--- src/sv/oahs_pkg.sv ---
// Package for the open addressing hash set: widths, codes, payload structs,
// controller state type and the command/status structs. No dependencies.
`timescale 1ns / 1ps
package oahs_pkg;
  localparam int SLOTS = 256;
  localparam int KEY_BITS = 32;
  localparam int HASH_BITS = 32;
  localparam int IDX_BITS = $clog2(SLOTS);
  localparam int CNT_BITS = IDX_BITS + 1;
  localparam int PROBE_LIMIT = SLOTS + 64;
  localparam int PCNT_BITS = $clog2(PROBE_LIMIT + 1);
  localparam int FILL_LIMIT = (SLOTS - 1) * 3;

  localparam logic [1:0] TAG_UNUSED = 2'd0;
  localparam logic [1:0] TAG_ACTIVE = 2'd1;
  localparam logic [1:0] TAG_DELETED = 2'd2;

  localparam logic [1:0] OP_ADD = 2'd0;
  localparam logic [1:0] OP_CONTAINS = 2'd1;
  localparam logic [1:0] OP_DISCARD = 2'd2;
  localparam logic [1:0] OP_POP = 2'd3;

  localparam logic [2:0] ST_DONE = 3'd0;
  localparam logic [2:0] ST_PRESENT = 3'd1;
  localparam logic [2:0] ST_NOT_FOUND = 3'd2;
  localparam logic [2:0] ST_EMPTY = 3'd3;
  localparam logic [2:0] ST_FULL = 3'd4;

  typedef struct packed {
    logic [1:0]           op;
    logic [KEY_BITS-1:0]  key_value;
    logic [HASH_BITS-1:0] hash_value;
  } in_item_t;

  typedef struct packed {
    logic [2:0]          status;
    logic [KEY_BITS-1:0] popped_key;
    logic [CNT_BITS-1:0] element_total;
  } out_item_t;

  typedef enum logic [2:0] {
    S_CLEAR, S_IDLE, S_READ, S_EVAL, S_WRITE, S_DONE
  } ctl_state_t;

  // controller -> datapath
  typedef struct packed {
    logic clear;  // clear one slot tag
    logic load;   // capture request, start probe/scan
    logic rd;     // issue slot read
    logic eval;   // evaluate slot read data
    logic commit; // apply the outcome, form result
  } dp_cmd_t;

  // datapath -> controller
  typedef struct packed {
    logic finished;   // evaluation reached an outcome
    logic clear_last; // clearing pass is at the last slot
  } dp_sts_t;
endpackage

--- src/sv/oahs_ctrl.sv ---
// Controller state machine for the hash set: clearing pass, then read, evaluate, write.
// Depends on oahs_pkg.
`timescale 1ns / 1ps
module oahs_ctrl (
  input  logic             clk,
  input  logic             rst_n,
  input  logic             in_valid,
  output logic             in_stall,
  output logic             out_valid,
  input  logic             out_stall,
  output oahs_pkg::dp_cmd_t cmd,
  input  oahs_pkg::dp_sts_t sts
);
  oahs_pkg::ctl_state_t state_r, state_nxt;

  always_ff @(posedge clk) begin
    if (!rst_n) begin
      state_r <= oahs_pkg::S_CLEAR;
    end else begin
      state_r <= state_nxt;
    end
  end

  always_comb begin
    state_nxt = state_r;
    case (state_r)
      oahs_pkg::S_CLEAR: state_nxt = sts.clear_last ? oahs_pkg::S_IDLE : oahs_pkg::S_CLEAR;
      oahs_pkg::S_IDLE:  if (in_valid) state_nxt = oahs_pkg::S_READ;
      oahs_pkg::S_READ:  state_nxt = oahs_pkg::S_EVAL;
      oahs_pkg::S_EVAL:  state_nxt = sts.finished ? oahs_pkg::S_WRITE : oahs_pkg::S_EVAL;
      oahs_pkg::S_WRITE: state_nxt = oahs_pkg::S_DONE;
      oahs_pkg::S_DONE: begin
        if (!out_stall) begin
          state_nxt = in_valid ? oahs_pkg::S_READ : oahs_pkg::S_IDLE;
        end
      end
      default: state_nxt = oahs_pkg::S_IDLE;
    endcase
  end

  always_comb begin
    cmd = '0;
    in_stall = 1'b1;
    out_valid = 1'b0;
    case (state_r)
      oahs_pkg::S_CLEAR: cmd.clear = 1'b1;
      oahs_pkg::S_IDLE: begin
        in_stall = 1'b0;
        cmd.load = in_valid;
      end
      oahs_pkg::S_READ: cmd.rd = 1'b1;
      oahs_pkg::S_EVAL: begin
        cmd.eval = 1'b1;
        cmd.rd = !sts.finished;
      end
      oahs_pkg::S_WRITE: cmd.commit = 1'b1;
      oahs_pkg::S_DONE: begin
        out_valid = 1'b1;
        in_stall = out_stall;
        cmd.load = !out_stall && in_valid;
      end
      default: ;
    endcase
  end
endmodule

--- config.mk ---
export PLATFORM = sky130hd
export DESIGN_NAME = oahs_ctrl
export DESIGN_NICKNAME = d
export VERILOG_FILES = /design/src/sv/oahs_pkg.sv /design/src/sv/oahs_ctrl.sv
export SDC_FILE = /design/constraint.sdc
export NUM_CORES = 1
export LEC_CHECK = 0
export ABC_AREA = 1
export BUFFER_PORTS_ARGS = -buffer_cell sky130_fd_sc_hd__buf_2
export CAP_MARGIN = 0
export CORE_AREA = 2 2 39 41
export CTS_CLUSTER_DIAMETER = 150
export DETAILED_ROUTE_END_ITERATION = 10
export DIE_AREA = 0 0 41 43
export GPL_TIMING_DRIVEN = 0
export PLACE_DENSITY = 0.43
export SETUP_SLACK_MARGIN = 0.02
export SLEW_MARGIN = 0
export SYNTH_ARGS = -nofsm -noshare
export SYNTH_HDL_FRONTEND = slang
export SYNTH_SLANG_ARGS = --single-unit
--- constraint.sdc ---
create_clock -name clk -period 1.3 [get_ports clk]
set_input_delay 0.26 -clock clk [delete_from_list [all_inputs] [get_ports clk]]
set_output_delay 0.26 -clock clk [all_outputs]
set_load 0.02 [all_outputs]
==> results.rst, run 1 <==
.. list-table::
   :header-rows: 1

   * - Metric
     - Value
   * - Highest Clock Rate
     - 793 MHz
   * - Total DRC errors in the routed layout
     - 0
   * - Port buffer count
     - 12
   * - Final worst-path setup slack
     - 0.0390 ns
   * - Avg WL per Cell
     - 7.85 um
   * - Clock-pin slew on the worst setup and hold paths
     - 0.04 ns
   * - Capturing element type of the critical path
     - output pin
   * - Cell types occupying the most area after synthesis
     - sky130_fd_sc_hd__dfxtp_1, sky130_fd_sc_hd__nand2_1, sky130_fd_sc_hd__inv_1, sky130_fd_sc_hd__nor2_1, sky130_fd_sc_hd__o21ai_0
   * - Worst-skew pair later-pin latency
     - 0.23 ns
   * - Register Area
     - 71.3 sq um
   * - Filler instances
     - 169
   * - Least-Margin Pin Slew
     - 0.163 ns
   * - Unrepaired setup endpoints after global routing
     - yes
   * - Register area share after synthesis
     - 28.4%
   * - Global-route usage over all layers
     - 8.02%
   * - Leading cell type in the layout, fill and taps excluded
     - sky130_fd_sc_hd__buf_2
   * - Min-delay worst type
     - input port to register
   * - Cell Area, Synth
     - 211 sq um
   * - Starting DRT DRC Count
     - 4
   * - Library cell with the largest summed area after synthesis
     - sky130_fd_sc_hd__dfxtp_1
   * - Final setup violation count
     - 0
   * - Max-Cap Viols
     - 0
   * - Antenna cells
     - 0
   * - Drt first pass iters
     - 2
   * - Number of hold violations in the final report
     - 0
   * - Number of antenna violations at the first check in global routing
     - 0
   * - Leak Pwr
     - 0.000205 uW
   * - Area Growth Syn to Fin
     - 72.8%
   * - Starting density of the core
     - 15.3%
   * - Crit Path Class
     - register to output pin
   * - Worst slew margin
     - 89.0%
   * - Syn_area_per_cell
     - 5.29 sq um
   * - Largest net degree at the start of global routing
     - 7
   * - Global route total overflow
     - 0
   * - Area taken by multi-input logic gates
     - 130 sq um
   * - Number of placement rows
     - 14
   * - Final Cycle Share
     - 97.0%
   * - Top Registers
     - state_r (3)
   * - Total of warnings raised by yosys
     - 0
   * - Core footprint
     - 0.00138 sq mm
   * - Post-route ant nets
     - 0
   * - Num ports
     - 13
   * - Final layout net count
     - 64
   * - Maximum buffer depth of the clock tree
     - 2
   * - Critical path peak fanout
     - 6
   * - Number of pins exceeding their max-slew limit in the final report
     - 0
   * - CTS buffer count
     - 3
   * - Global-route wire length before repair
     - 931 um
   * - Largest register FFs
     - 3
   * - Post-synthesis net count
     - 46
   * - Area share of the largest cell type after synthesis
     - 28.4%
   * - Die Width
     - 41 um
   * - Clock Tree Root
     - sky130_fd_sc_hd__clkbuf_4
   * - Via count of the first global-routing pass
     - 223
   * - Startpoint types
     - register
   * - Vertical die dimension
     - 43 um
   * - Worst setup slack before clock tree synthesis
     - 0.144 ns
   * - Data arrival time at the worst-slack endpoint
     - 1.00 ns
   * - Result of the run
     - finished clean
   * - CTS sink cnt
     - 3
   * - Yosys cell types
     - 8
   * - Post-layout power
     - 486 uW
   * - Seq cells post-synth
     - 3
   * - Post-synthesis cell count
     - 40
   * - Top library cells by usage in the layout, fill and taps aside
     - sky130_fd_sc_hd__buf_2, sky130_fd_sc_hd__nor2_1, sky130_fd_sc_hd__nand2_1, sky130_fd_sc_hd__inv_1, sky130_fd_sc_hd__o21ai_0
   * - Clock tree from TritonCTS
     - built
   * - Clock period minus worst slack
     - 1.26 ns
   * - Largest Register
     - state_r
   * - Critical path required time
     - 1.04 ns
   * - Final worst clock skew
     - 0.000219 ns
   * - Power per standard cell area
     - 1330 mW/mm^2
   * - Fraction of layout instances using a drive strength above 1
     - 45.6%
   * - Placed wire-length estimate
     - 437 um
   * - Total routed wirelength
     - 573 um
   * - Routed vias
     - 270
   * - Placer congestion estimate
     - 0.697
   * - Die area
     - 0.00176 sq mm
   * - Detailed-route vias per instance
     - 3.70
   * - Depth of the CTS H-tree
     - 1
   * - VDD IR-drop max
     - 0.431 mV
==> worst max-delay path: stages, from the launching register on <==
cell and delay, ns:
sky130_fd_sc_hd__dfxtp_4 0.36, sky130_fd_sc_hd__nor2_1 0.14, sky130_fd_sc_hd__nand2_1 0.08, sky130_fd_sc_hd__inv_1 0.05
sky130_fd_sc_hd__buf_2 0.15
==> layout make-up <==
class                      count  area share [%]
multi-input combinational     28            35.6
timing repair buffer          13            21.6
sequential                     3            19.5
inverter                       9            10.6
clock buffer                   4            7.19
tap                           16            5.48
==> power breakdown <==
part	internal, uW	switching (uW)	leakage [uW]	total [uW]
Clock	115	45.0	0.0000150	160
Combinational	79.8	113	0.000163	192
Sequential	109	24.5	0.0000267	134
==> metal layers <==
layer	vias up	share of wire [%]	track usage, %
li1	154	-	-
met5	-	0	0
met2	7	39	9.06
met1	109	56	11.5
met4	0	0	2.00
met3	0	5.2	6.28
==> worst paths after layout <==
check	start	to	slack (ns)	cells past startpoint
setup / recovery	state_r[0]	cmd[0]	0.04	4
hold / removal	rst_n	state_r[2]	0.26	3
setup reg to reg	state_r[1]	state_r[1]	0.34	6
hold reg to reg	state_r[2]	state_r[0]	0.64	4
==> Yosys cell counts, drive strengths merged <==
library cell and number:
inv 9, o21ai 4, nor2 9, nor3 1, nand2 11, dfxtp 3
nand3 3
==> cell families (layout without fill, tap and decap cells) <==
logic type      count (synthesis)  in the layout  share of synthesized area [%]
flops                           3              3                           28.4
simple gates                   24             24                           46.2
buf+inv                         9             26                           16.0
compound gates                  4              4                           9.47
==> timing repair <==
item,in CTS,in global routing
buffers inserted,0,1
endpoints found under the setup margin,5,4
endpoints found under the hold margin,0,0
cloned,0,0
resized for setup,14,5
pin swaps,1,1
hold buffers,0,0
==> stage by stage <==
step | std cells | instance area (sq um) | hold slack (ns) | TNS (ns) | utilization [%]
floorplan | 40 | 211 | 0.384 | 0 | -
global placement | 68 | 292 | 0.499 | 0 | 21.1
detailed placement | 68 | 292 | 0.501 | 0 | 21.1
CTS | 72 | 344 | 0.263 | -0.0105 | 24.9
global route | 73 | 365 | 0.283 | -0.0601 | 26.4
finish | 73 | 365 | 0.265 | 0 | 26.4
Power figures use the tool's default switching activity.
==> run 2: changes to the inputs <==
- ABC_AREA: 1 -> default
- PLACE_DENSITY: 0.43 -> 0.5
==> run 2 against run 1 <==
Net effect: the flow now finishes with violations (setup timing); sequential share of layout area fell by 8.4 points; combinational power rose to 3.6 times the previous value; total power rose by 110%; core utilization rose by 17 points; synthesized area rose by 45%; critical path type unchanged.
==> results.rst, run 2 <==
.. list-table::
   :header-rows: 1

   * - Metric
     - Value
   * - Startpoint types
     - register
   * - Least-Margin Pin Slew
     - 0.262 ns (+0.0997 ns)
   * - Critical path required time
     - 1.04 ns (about the same)
   * - Clock-pin slew on the worst setup and hold paths
     - 0.03 ns (about the same)
   * - Final worst clock skew
     - 0.00130 ns (+0.00108 ns)
   * - Fraction of registers with async set/reset
     - 0% (unchanged)
   * - Cell types occupying the most area after synthesis
     - sky130_fd_sc_hd__dfxtp_1, sky130_fd_sc_hd__o41ai_4, sky130_fd_sc_hd__buf_6, sky130_fd_sc_hd__o41ai_2, sky130_fd_sc_hd__nor3_1
   * - Worst-skew pair later-pin latency
     - 0.23 ns (about the same)
   * - Number of antenna violations at the first check in global routing
     - 0 (unchanged)
   * - Register Area
     - 66.3 sq um (-7.0%)
   * - Final layout net count
     - 69 (+7.8%)
   * - Register area share after synthesis
     - 19.6% (-8.8 points)
   * - Core footprint
     - 0.00138 sq mm (unchanged)
   * - Worst slew margin
     - 82.5% (-6.6 points)
   * - Result of the run
     - finished with violations
   * - Clock period minus worst slack
     - 1.41 ns (+0.153 ns)
   * - Post-synthesis net count
     - 41 (-11%)
   * - Global-route usage over all layers
     - 10.4% (+2.4 points)
   * - Area taken by multi-input logic gates
     - 241 sq um (+86%)
   * - Syn_area_per_cell
     - 8.76 sq um (+66%)
   * - Crit Path Class
     - register to output pin
   * - Power per standard cell area
     - 1700 mW/mm^2 (+28%)
   * - Final setup violation count
     - 5 (+5)
   * - Max-Cap Viols
     - 0 (unchanged)
   * - Global route total overflow
     - 0 (unchanged)
   * - Fraction of layout instances using a drive strength above 1
     - 74.2% (+29 points)
   * - Top_reg_cell synth
     - sky130_fd_sc_hd__dfxtp_1
   * - Starting density of the core
     - 22.2% (+6.9 points)
   * - Library cell with the largest summed area after synthesis
     - sky130_fd_sc_hd__dfxtp_1
   * - Total DRC errors in the routed layout
     - 0 (unchanged)
   * - Unrepaired setup endpoints after global routing
     - yes
   * - Final standard cell area without fillers
     - 597 sq um (+63%)
   * - Capturing element type of the critical path
     - output pin
   * - Final Cycle Share
     - 109% (+12 points)
   * - Filler instances
     - 137 (-19%)
   * - Total routed wirelength
     - 905 um (+58%)
   * - Starting DRT DRC Count
     - 4 (unchanged)
   * - Instance area after placement
     - 387 sq um (+33%)
   * - Vertical die dimension
     - 43 um (unchanged)
   * - Area share of the largest cell type after synthesis
     - 19.6% (-8.8 points)
   * - CTS buffer count
     - 3 (unchanged)
   * - Global-route wire length before repair
     - 1270 um (+36%)
   * - Fin Setup TNS
     - -0.211 ns (-0.211 ns)
   * - Total of warnings raised by yosys
     - 0 (unchanged)
   * - Critical path peak fanout
     - 3 (-3)
   * - Clock tree from TritonCTS
     - built
   * - Cell Area, Synth
     - 307 sq um (+45%)
   * - Top Registers
     - state_r (3)
   * - Detailed-route vias per instance
     - 4.55 (+23%)
   * - Number of placement rows
     - 14 (unchanged)
   * - Area Growth Syn to Fin
     - 94.7%
   * - Highest Clock Rate
     - 707 MHz (-11%)
   * - Number of flops mapped to enable cells by yosys
     - 0 (unchanged)
   * - Avg WL per Cell
     - 11.6 um (+48%)
   * - Leading post-synthesis cells by instance count
     - sky130_fd_sc_hd__dfxtp_1, sky130_fd_sc_hd__nor3_1
   * - Post-synthesis cell count
     - 35 (-13%)
   * - Seq cells post-synth
     - 3 (unchanged)
   * - Depth of the CTS H-tree
     - 1 (unchanged)
   * - Port buffer count
     - 12 (unchanged)
   * - Die area
     - 0.00176 sq mm (unchanged)
   * - Top library cells by usage in the layout, fill and taps aside
     - sky130_fd_sc_hd__buf_6, sky130_fd_sc_hd__buf_4, sky130_fd_sc_hd__buf_2, sky130_fd_sc_hd__clkbuf_4
   * - VDD IR-drop max
     - 0.898 mV (+110%)
   * - Placer congestion estimate
     - 0.700 (+0.42%)
   * - Yosys cell types
     - 25 (+17)
   * - Antenna cells
     - 0 (unchanged)
   * - Routed vias
     - 355 (+31%)
   * - Largest net degree at the start of global routing
     - 9 (+2)
   * - Final worst-path setup slack
     - -0.114 ns (-0.153 ns)
   * - Number of pins exceeding their max-slew limit in the final report
     - 0 (unchanged)
   * - Num ports
     - 13 (unchanged)
   * - Min-delay worst type
     - input port to register
   * - CTS sink cnt
     - 3 (unchanged)
   * - Leak Pwr
     - 0.000261 uW (+28%)
   * - Data arrival time at the worst-slack endpoint
     - 1.15 ns (+0.15 ns)
   * - Largest register FFs
     - 3 (unchanged)
   * - Number of hold violations in the final report
     - 0 (unchanged)
   * - Largest Register
     - state_r
   * - Drt first pass iters
     - 2 (unchanged)
   * - Clock Tree Root
     - sky130_fd_sc_hd__clkbuf_4
   * - Violated checks
     - setup timing
   * - Die Width
     - 41 um (unchanged)
   * - Share of the core filled with cells in the final layout
     - 43.1% (+17 points)
   * - Maximum buffer depth of the clock tree
     - 2 (unchanged)
   * - Post-route ant nets
     - 0 (unchanged)
   * - Via count of the first global-routing pass
     - 323 (+45%)
==> run 2: changes by cell type in the layout (fill, tap and decap cells not counted), sizes merged, moves of 3 or more <==
cell   previous run  this run
buf              13        25
nand2            11         2
inv               9         4
nor2              9         2
nor3              1         4
o21ai             4         0
nand3             3         0
==> run 2: path summary, 6_finish.rpt <==
kind | from | endpoint | slack, ns | depth (start not counted)
min | rst_n | state_r[1] | 0.30 | 3
max | state_r[1] | cmd[3] | -0.11 | 4
max reg2reg | state_r[1] | state_r[1] | 0.08 | 5
min reg2reg | state_r[2] | state_r[2] | 0.68 | 3
==> run 2: final cells by class <==
type | instances | area share, %
Multi-Input combinational cell | 25 | 40.5
Timing Repair Buffer | 24 | 32.7
Sequential cell | 3 | 11.1
Clock buffer | 4 | 4.40
Inverter | 4 | 4.19
Buffer | 2 | 3.77
Tap cell | 16 | 3.35
==> run 2: logic make-up (layout without fill, tap and decap cells) <==
logic type | count (synthesis) | in the layout | share of synthesized area (%)
AOI/OAI and AO/OA | 9 | 9 | 33.1
buffers and inverters | 7 | 34 | 15.5
DFF | 3 | 3 | 19.6
and+or+nand+nor | 16 | 16 | 31.8
==> run 2: timing repair <==
action,CTS,global route
resized for setup,19,12
buffers inserted,7,5
pin swaps,2,6
cloned,0,0
hold buffers,0,0
endpoints found under the setup margin,7,7
==> run 2: per-layer routing <==
layer | GRT usage, % | share of wire (%) | routed length, um | up-vias
li1 | - | - | - | 181
met1 | 13.5 | 41 | 372 | 168
met2 | 16.6 | 56 | 507 | 6
met3 | 0 | 2.8 | 25 | 0
met4 | 6.00 | 0 | 0 | 0
met5 | 0 | 0 | 0 | -
==> run 2: power breakdown <==
| part | total, uW | switching (uW) | internal (uW) |
|---|---|---|---|
| clock network | 158 | 43.2 | 115 |
| registers | 167 | 40.5 | 126 |
| logic | 688 | 310 | 377 |
==> run 2: metrics by stage <==
step / hold slack, ns / total power (uW) / setup slack, ns / std cells
6_report: 0.299 / 1010 / -0.114 / 78
5_1_grt: 0.299 / 1070 / -0.149 / 78
4_1_cts: 0.288 / 915 / -0.137 / 74
3_5_place_dp: 0.536 / 567 / 0.0327 / 63
3_3_place_gp: 0.536 / 565 / 0.0372 / 63
2_1_floorplan: 0.373 / 468 / 0.0307 / 35
==> run 2: worst max-delay path, stage by stage, from the launching register on <==
cell and delay (ns):
sky130_fd_sc_hd__dfxtp_2 0.31, sky130_fd_sc_hd__buf_6 0.11, sky130_fd_sc_hd__and2b_2 0.22, sky130_fd_sc_hd__and3_4 0.18, sky130_fd_sc_hd__buf_6 0.11
==> run 3: changes to the inputs <==
--- a/config.mk
+++ b/config.mk
@@ -14,4 +14,5 @@
 export GPL_TIMING_DRIVEN = 0
-export PLACE_DENSITY = 0.5
+export PLACE_DENSITY = 0.49
 export SETUP_SLACK_MARGIN = 0.02
+export SKIP_LAST_GASP = 1
 export SLEW_MARGIN = 0
==> constraint.sdc (replaced) <==
create_clock -name clk -period 1.3 [get_ports clk]
set_input_delay 0.325 -clock clk [delete_from_list [all_inputs] [get_ports clk]]
set_output_delay 0.325 -clock clk [all_outputs]
set_load 0.02 [all_outputs]
==> run 3 against run 2 <==
Net effect: the flow still finishes with violations (setup timing); total power decreased by 14%; non-clock buffer count decreased by 5; sequential share of layout area increased by 1.7 points; register-to-register slack about the same; fmax decreased by 4.1%; first-iteration DRC count increased by 50%; critical path depth unchanged; die area unchanged; combinational power decreased by 22%; count of clock-buffer cells in the layout unchanged; via count decreased by 6.8%; wire length decreased by 14%; critical path type unchanged; largest cell class unchanged.
==> results.rst, run 3 (synthesis gave the netlist of run 2 again) <==
.. list-table::
   :header-rows: 1

   * - Metric
     - Value
   * - Maximum buffer depth of the clock tree
     - 2 (unchanged)
   * - Final layout net count
     - 64 (-7.2%)
   * - Capturing element type of the critical path
     - output pin
   * - Final worst clock skew
     - 0.00101 ns (-0.000292 ns)
   * - Number of antenna violations at the first check in global routing
     - 0 (unchanged)
   * - Top library cells by usage in the layout, fill and taps aside
     - sky130_fd_sc_hd__buf_4, sky130_fd_sc_hd__buf_2, sky130_fd_sc_hd__buf_6, sky130_fd_sc_hd__nor3_2, sky130_fd_sc_hd__clkbuf_4
   * - Number of hold violations in the final report
     - 0 (unchanged)
   * - Worst setup slack before clock tree synthesis
     - -0.0363 ns (-0.0690 ns)
   * - Sequence of cells on the critical path
     - buf_6 -> and2b_2 -> and3_4 -> buf_6
   * - Final worst-path setup slack
     - -0.174 ns (-0.0600 ns)
   * - Clock Tree Root
     - sky130_fd_sc_hd__clkbuf_4
   * - Highest Clock Rate
     - 678 MHz (-4.1%)
   * - Vertical die dimension
     - 43 um (unchanged)
   * - Library cell contributing the largest single delay on the critical path
     - sky130_fd_sc_hd__dfxtp_2
   * - Max-Cap Viols
     - 0 (unchanged)
   * - Largest register FFs
     - 3 (unchanged)
   * - Global route total overflow
     - 0 (unchanged)
   * - Antenna cells
     - 0 (unchanged)
   * - Critical path required time
     - 0.98 ns (-0.06 ns)
   * - Die area
     - 0.00176 sq mm (unchanged)
   * - Unrepaired setup endpoints after global routing
     - yes
   * - Critical path peak fanout
     - 3 (unchanged)
   * - Min-delay worst type
     - input port to register
   * - Detailed-route vias per instance
     - 4.53 (-0.37%)
   * - Leading cell type in the layout, fill and taps excluded
     - sky130_fd_sc_hd__buf_4
   * - Worst Hold Margin
     - 0.361 ns (+0.0620 ns)
   * - Num ports
     - 13 (unchanged)
   * - Number of pins exceeding their max-slew limit in the final report
     - 0 (unchanged)
   * - Final Cycle Share
     - 113% (+4.6 points)
   * - Critical path's most frequent cell
     - sky130_fd_sc_hd__buf_6
   * - Result of the run
     - finished with violations
   * - Least-Margin Pin Slew
     - 0.253 ns (-0.00917 ns)
   * - Worst slew margin
     - 83.0% (+0.57 points)
   * - Clock period minus worst slack
     - 1.47 ns (+0.0600 ns)
   * - Number of hold buffers added after cts
     - 0 (unchanged)
   * - Port buffer count
     - 12 (unchanged)
   * - Area Growth Syn to Fin
     - 66.1%
   * - Largest net degree at the start of global routing
     - 9 (unchanged)
   * - Clock-pin slew on the worst setup and hold paths
     - 0.04 ns (about the same)
   * - Clock tree from TritonCTS
     - built
   * - Leak Pwr
     - 0.000224 uW (-14%)
   * - Global-route usage over all layers
     - 11.0% (+0.60 points)
   * - Starting density of the core
     - 22.2% (unchanged)
   * - Largest Register
     - state_r
   * - Number of placement rows
     - 14 (unchanged)
   * - Global-route wire length before repair
     - 1280 um (+0.55%)
   * - Placed wire-length estimate
     - 527 um
   * - Die Width
     - 41 um (unchanged)
   * - VDD IR-drop max
     - 0.759 mV (-16%)
   * - Critical path's largest stage delay
     - 0.31 ns (about the same)
   * - Placer congestion estimate
     - 0.717 (+2.4%)
   * - Share of the core filled with cells in the final layout
     - 36.8% (-6.3 points)
   * - Routed vias
     - 331 (-6.8%)
   * - Violated checks
     - setup timing
   * - Avg WL per Cell
     - 10.6 um (-8.5%)
   * - Via count of the first global-routing pass
     - 302 (-6.5%)
   * - Core footprint
     - 0.00138 sq mm (unchanged)
   * - Starting DRT DRC Count
     - 6 (+2)
   * - Final setup violation count
     - 7 (+2)
   * - Post-route ant nets
     - 0 (unchanged)
   * - Top Registers
     - state_r (3)
   * - Fraction of layout instances using a drive strength above 1
     - 66.7% (-7.5 points)
   * - Data arrival time at the worst-slack endpoint
     - 1.15 ns (about the same)
   * - Startpoint types
     - register
   * - Worst-skew pair later-pin latency
     - 0.23 ns (about the same)
   * - Total DRC errors in the routed layout
     - 0 (unchanged)
   * - Total routed wirelength
     - 775 um (-14%)
   * - Depth of the CTS H-tree
     - 1 (unchanged)
   * - CTS sink cnt
     - 3 (unchanged)
   * - Power per standard cell area
     - 1700 mW/mm^2 (+0.32%)
   * - Drt first pass iters
     - 4 (+2)
   * - CTS buffer count
     - 3 (unchanged)
   * - Crit Path Class
     - register to output pin
[run 3: critical path, delay by kind of cell (launching register included)]
kind                   cells  cell delay, ns
DFF                        1            0.31
and+or+nand+nor            2            0.40
buffers and inverters      2            0.22
[run 3: timing repair]
item,4_1_cts,5_1_grt
endpoints found under the setup margin,7,7
pin swaps,1,0
setup buffers,7,0
gates resized for setup,13,3
[run 3: final timing paths]
kind / slack, ns / end / startpoint / cells after the start
min reg2reg: 0.64 / state_r[2] / state_r[2] / 3
max reg2reg: 0.08 / state_r[1] / state_r[1] / 5
max: -0.17 / cmd[3] / state_r[1] / 4
min: 0.36 / state_r[1] / rst_n / 3
[run 3: area by class of cell]
class                           instances  area, sq um
Inverter                                4         17.5
Buffer                                  2         22.5
Fill cell                             150          875
Sequential cell                         3         65.1
Clock buffer                            4         26.3
Timing Repair Buffer                   19          136
Tap cell                               16         20.0
Multi-Input combinational cell         25          221
[run 3: per-layer routing]
layer | share of wire (%) | wire length, um | GRT usage, %
met3 | 4.5 | 35 | 3.14
met4 | 0 | 0 | 8.00
met1 | 41 | 317 | 14.7
met2 | 54 | 422 | 14.4
met5 | 0 | 0 | 0
[run 3: through the flow]
step / cells / power, uW / setup TNS [ns] / cell area [sq um]
global route: 73 / 928 / -1.12 / 509
detailed placement: 63 / 565 / -0.0363 / 387
CTS: 74 / 879 / -1.05 / 509
finish: 73 / 866 / -0.834 / 509
floorplan: 35 / 468 / -0.0686 / 307
global placement: 63 / 566 / -0.0364 / 387
[run 3: report_power, final]
part / internal [uW] / switching (uW) / total [uW]
Sequential: 126 / 44.1 / 170
Clock: 115 / 43.9 / 159
Combinational: 287 / 251 / 538
Total: 528 / 339 / 866
